===== src/hw/rtl/tmwp_pkg.sv =====
package tmwp_pkg;

   // configuration port
   localparam int CSR_IDX_W  = 2;
   localparam int CSR_DATA_W = 13;

   typedef enum logic [CSR_IDX_W-1:0] {
      REG_TILE_SIZE  = 2'd0,
      REG_IMAGE_ROWS = 2'd1,
      REG_IMAGE_COLS = 2'd2
   } reg_index_type;

   localparam int TILE_REG_W = 9;
   localparam int ROWS_REG_W = 11;
   localparam int COLS_REG_W = 13;

   localparam int TILE_LIMIT  = 256;
   localparam int TILE_W      = 8;
   localparam int TILE_RESET  = 8;
   localparam int ROWS_RESET  = 1024;
   localparam int COLS_RESET  = 1024;

   // result queue
   localparam int RSP_DEPTH = 4;
   localparam int RSP_PTR_W = 2;
   localparam int RSP_CNT_W = 3;

endpackage


===== src/hw/rtl/tmwp_rsp_fifo.sv =====
module tmwp_rsp_fifo
   import tmwp_pkg::*;
#(
   parameter int WIDTH = 8
) (
   input  logic                 clock,
   input  logic                 reset,
   input  logic                 push,
   input  logic [WIDTH-1:0]     push_data,
   input  logic                 pop,
   output logic                 out_valid,
   output logic [WIDTH-1:0]     out_data,
   output logic [RSP_CNT_W-1:0] count
);

   logic [WIDTH-1:0]     store_ff [RSP_DEPTH];
   logic [RSP_PTR_W-1:0] wr_ptr_ff, wr_ptr_in;
   logic [RSP_PTR_W-1:0] rd_ptr_ff, rd_ptr_in;
   logic [RSP_CNT_W-1:0] cnt_ff, cnt_in;
   logic                 do_pop;

   assign out_valid = (cnt_ff != '0);
   assign out_data  = store_ff[rd_ptr_ff];
   assign count     = cnt_ff;
   assign do_pop    = pop && out_valid;

   always_comb begin
      wr_ptr_in = push   ? wr_ptr_ff + 1'b1 : wr_ptr_ff;
      rd_ptr_in = do_pop ? rd_ptr_ff + 1'b1 : rd_ptr_ff;
      cnt_in    = cnt_ff;
      if (push && !do_pop) begin
         cnt_in = cnt_ff + 1'b1;
      end else if (!push && do_pop) begin
         cnt_in = cnt_ff - 1'b1;
      end
   end

   always_ff @(posedge clock) begin
      if (reset) begin
         wr_ptr_ff <= '0;
         rd_ptr_ff <= '0;
         cnt_ff    <= '0;
      end else begin
         wr_ptr_ff <= wr_ptr_in;
         rd_ptr_ff <= rd_ptr_in;
         cnt_ff    <= cnt_in;
      end
   end

   always_ff @(posedge clock) begin
      if (push) begin
         store_ff[wr_ptr_ff] <= push_data;
      end
   end

endmodule


===== config.mk =====
export PLATFORM = sky130hd
export DESIGN_NAME = tmwp_rsp_fifo
export DESIGN_NICKNAME = d
export VERILOG_FILES = /design/src/hw/rtl/tmwp_pkg.sv /design/src/hw/rtl/tmwp_rsp_fifo.sv
export SDC_FILE = /design/constraint.sdc
export NUM_CORES = 1
export LEC_CHECK = 0
export ABC_AREA = 1
export BUFFER_PORTS_ARGS = -buffer_cell sky130_fd_sc_hd__buf_2
export CORE_ASPECT_RATIO = 1.25
export CORE_MARGIN = 3
export CORE_UTILIZATION = 59
export CTS_CLUSTER_SIZE = 40
export DETAILED_ROUTE_END_ITERATION = 16
export PLACE_DENSITY_LB_ADDON = 0.25
export SYNTH_ARGS = -nofsm -noshare
export SYNTH_HDL_FRONTEND = slang
export SYNTH_SLANG_ARGS = --single-unit

===== constraint.sdc =====
create_clock -name clock -period 2.97 [get_ports clock]
set_input_delay 0 -clock clock [delete_from_list [all_inputs] [get_ports clock]]
set_output_delay 0 -clock clock [all_outputs]
set_load 0.01 [all_outputs]

==> summary.md <==
| Metric | Value |
|---|---|
| Post-synth top area cell | `edfxtp_1` |
| Worst reg2reg path endpoint | `count[2]` |
| Synth Instances | `138` |
| Syn. warnings | `0` |
| WL per Instance | `roughly 13 um` |
| P_leak | `between 0.7 and 0.8 nW` |
| Antenna diodes | `0` |
| Arrival @ worst endpoint | `1830 ps` |
| Clock H-tree levels | `2` |
| Largest net degree at the start of global routing | `18` |
| Final instance area | `0.00198 mm^2` |
| Root Driver | `clkbuf_4` |
| Hold Crit Class | `input port to flip-flop` |
| CTS tree | `built` |
| GRT overflow | `0` |
| Hold_sp | `push_data[3]` |
| Min cycle time layout | `~1800 ps` |
| Port Buffers | `23` |
| Synth area leaders | `edfxtp_1, dfxtp_1, o21ai_0, nor2_1, ha_1` |
| Core ar. | `around 0.0026 mm^2` |
| Synthesized area | `about 0.0017 mm^2` |
| Largest family of logic cells by synthesized area | `compound AO/OA/AOI/OAI gates` |
| Kind of critical path | `flip-flop to primary output` |
| Share of Yosys cell area claimed by the top area cell type | `0.581` |
| Number of DRC markers in iteration 0 | `27` |
| Worst R2R Path Depth | `12` |
| Placed inst area | `0.00179 mm^2` |
| Final WS setup | `between 1000 and 1500 ps` |
| Status | `finished clean` |
| Post-detailed-routing wire length | `about 2.8 mm` |
| Boundary pin count | `24` |
| Compound-gate portion of the synthesized area | `0.107` |
| Startpoint types | `flip-flop` |
| Fin Hold WS | `roughly 380 ps` |
| Max Clock Skew | `17.7 ps` |
| Max VDD drop | `between 0.0005 and 0.0006 V` |
| Antenna violations before repair | `0` |
| Max-slew headroom | `0.608` |
| Syn Area/Cell | `around 12 um^2` |
| R2R Setup Slk | `1210 ps` |
| Hpwl dp | `roughly 1.9 mm` |
| Syn-to-layout area delta | `19.8%` |
| Critical path peak fanout | `17` |
| # fillers | `roughly 180` |
| CTS sink cnt | `just over 40` |
| Router iterations before antenna repair | `6` |
| CP required | `2970 ps` |
| Adder-Cell Fraction of Synth Area | `0.0499` |
| Mux share of post-synthesis cell area | `0` |
| Max Cap Viol | `0` |
| Post-Synth XOR/XNOR Area | `0.00530` |
| RD Place Congestion | `roughly 0.72` |
| Routed Antenna Nets | `0` |
| Clk Latency, worst-skew pair | `~360 ps` |
| Critical R2R Launch | `count[0]` |
| Tot GR Track Use | `0.198` |
| # setup viols final | `0` |
| Netlist cell types | `17` |
| Slew @ Worst Pin | `just under 600 ps` |
| Seq cells post-synth | `41` |
| Slew Limit Fails | `0` |
| # DRC | `0` |
| Worst-path clk slew | `130 ps` |
| Setup TNS | `0 ps` |
| Share of layout cells above drive strength 1 | `0.208` |
| CP endpoint | `out_data[1]` |
| Post-layout util | `0.776` |
| Row Count | `20` |
| Final net count | `between 150 and 200` |
| Post-Synth Simple-Gate Area | `0.0976` |
| DR vias | `around 1.1k` |
| Number of global-route vias before repair | `1157` |
| Post-Syn Nets | `156` |
| Cts bufs inserted | `5` |
| RSZ-0062 raised after global routing | `false` |
| Dpl ws | `1240 ps` |
| First-pass GRT wire length | `4.73 mm` |
| Pwr dens | `roughly 750 mW/mm^2` |
| Tcrit/Tclk final | `0.615` |
| Sequential area share after synthesis | `0.690` |
| CP endpoint kind | `primary output` |
| Die Y | `around 65 um` |
| Via-per-instance ratio | `5.33` |
| Die Area | `0.00348 mm^2` |
| Initial Util | `0.648` |
| CTS max path bufs | `2` |
| FMAX | `between 0.5 and 0.6 GHz` |
| Horiz. Die Dim | `~53 um` |
| Hold Vio Cnt, Final | `0` |
timing repair:
item	4_1_cts	5_1_grt
setup buffers	0	0
hold buffers	11	0
endpoints found under the hold margin	41	0
resized for setup	0	0
critical path, stage by stage (launching register included):
cell     delay [ps]
dfxtp_1         710
inv_2           270
o21ai_0         260
o22ai_1          90
buf_2           140
flip-flops by register name, indices dropped and copies added (netlist names), named ones only:
name and count:
rd_ptr_ff 2, store_ff 32, count 3, wr_ptr_ff 2
through the flow:
stage                     power (mW)  cells
after floorplan                 1.00    138
after global placement          1.10    192
after detailed placement        1.13    192
after CTS                       1.49    211
after global routing            1.58    211
final                           1.48    211
layout by cell type, fill, tap and decap left out, drive strengths merged, types with 3 or more instances in the layout:
| master | instances |
|---|---|
| a21oi | 5 |
| buf | 23 |
| clkbuf | 5 |
| dfxtp | 9 |
| dlygate4sd3 | 11 |
| edfxtp | 32 |
| ha | 5 |
| inv | 16 |
| nand2 | 15 |
| nand3 | 3 |
| nor2 | 22 |
| o21ai | 19 |
| o22ai | 8 |
synthesized netlist by cell type:
cell and n:
a21oi_1 5, buf_6 2, dfxtp_1 9, edfxtp_1 32, fa_1 1, ha_1 5, inv_1 15, inv_2 1
nand2_1 15, nand3_1 3, nor2_1 19, nor2_2 3, o21ai_0 15, o21ai_1 2, o21ai_2 2, o22ai_1 8
xor2_1 1
per-layer routing:
metal,track usage,share of wire,vias to the layer above
met2,0.345,0.54,27
met1,0.188,0.37,533
met4,0.115,0.028,0
met5,0,0,-
li1,-,-,554
met3,0.0771,0.059,11
kinds of logic (layout without fill, tap and decap cells):
family | Yosys count | after routing
buf+inv | 18 | 58
simple gates | 40 | 40
flops | 41 | 41
fa+ha+maj | 6 | 6
compound gates | 32 | 32
xor+xnor | 1 | 1
where the power goes:
part / switching, mW / internal, mW / leakage [nW] / total (mW)
clock network: 0.182 / 0.178 / 0.0414 / 0.360
registers: 0.0590 / 0.673 / 0.368 / 0.731
logic: 0.234 / 0.158 / 0.389 / 0.392
total: 0.474 / 1.01 / 0.799 / 1.48
worst min-delay path by stage:
stage	endpoint	slack, ps	cells after the start
finish	store_ff[0][3]	380	2
global route	store_ff[2][1]	370	2
CTS	store_ff[2][6]	370	2
detailed placement	store_ff[2][6]	210	1
global placement	store_ff[0][6]	210	1
floorplan	flip-flop	70	1
layout make-up:
cell class	instances	area [um^2]	share of cell area
flip-flops and latches	41	1140	0.576
multi-input cells	79	430	0.217
repair buffers	34	225	0.114
inverters	16	60.1	0.0303
clock inverters	3	46.3	0.0234
well taps	33	41.3	0.0208
clock buffers	5	37.5	0.0189
(Power assumes the default switching activity.)
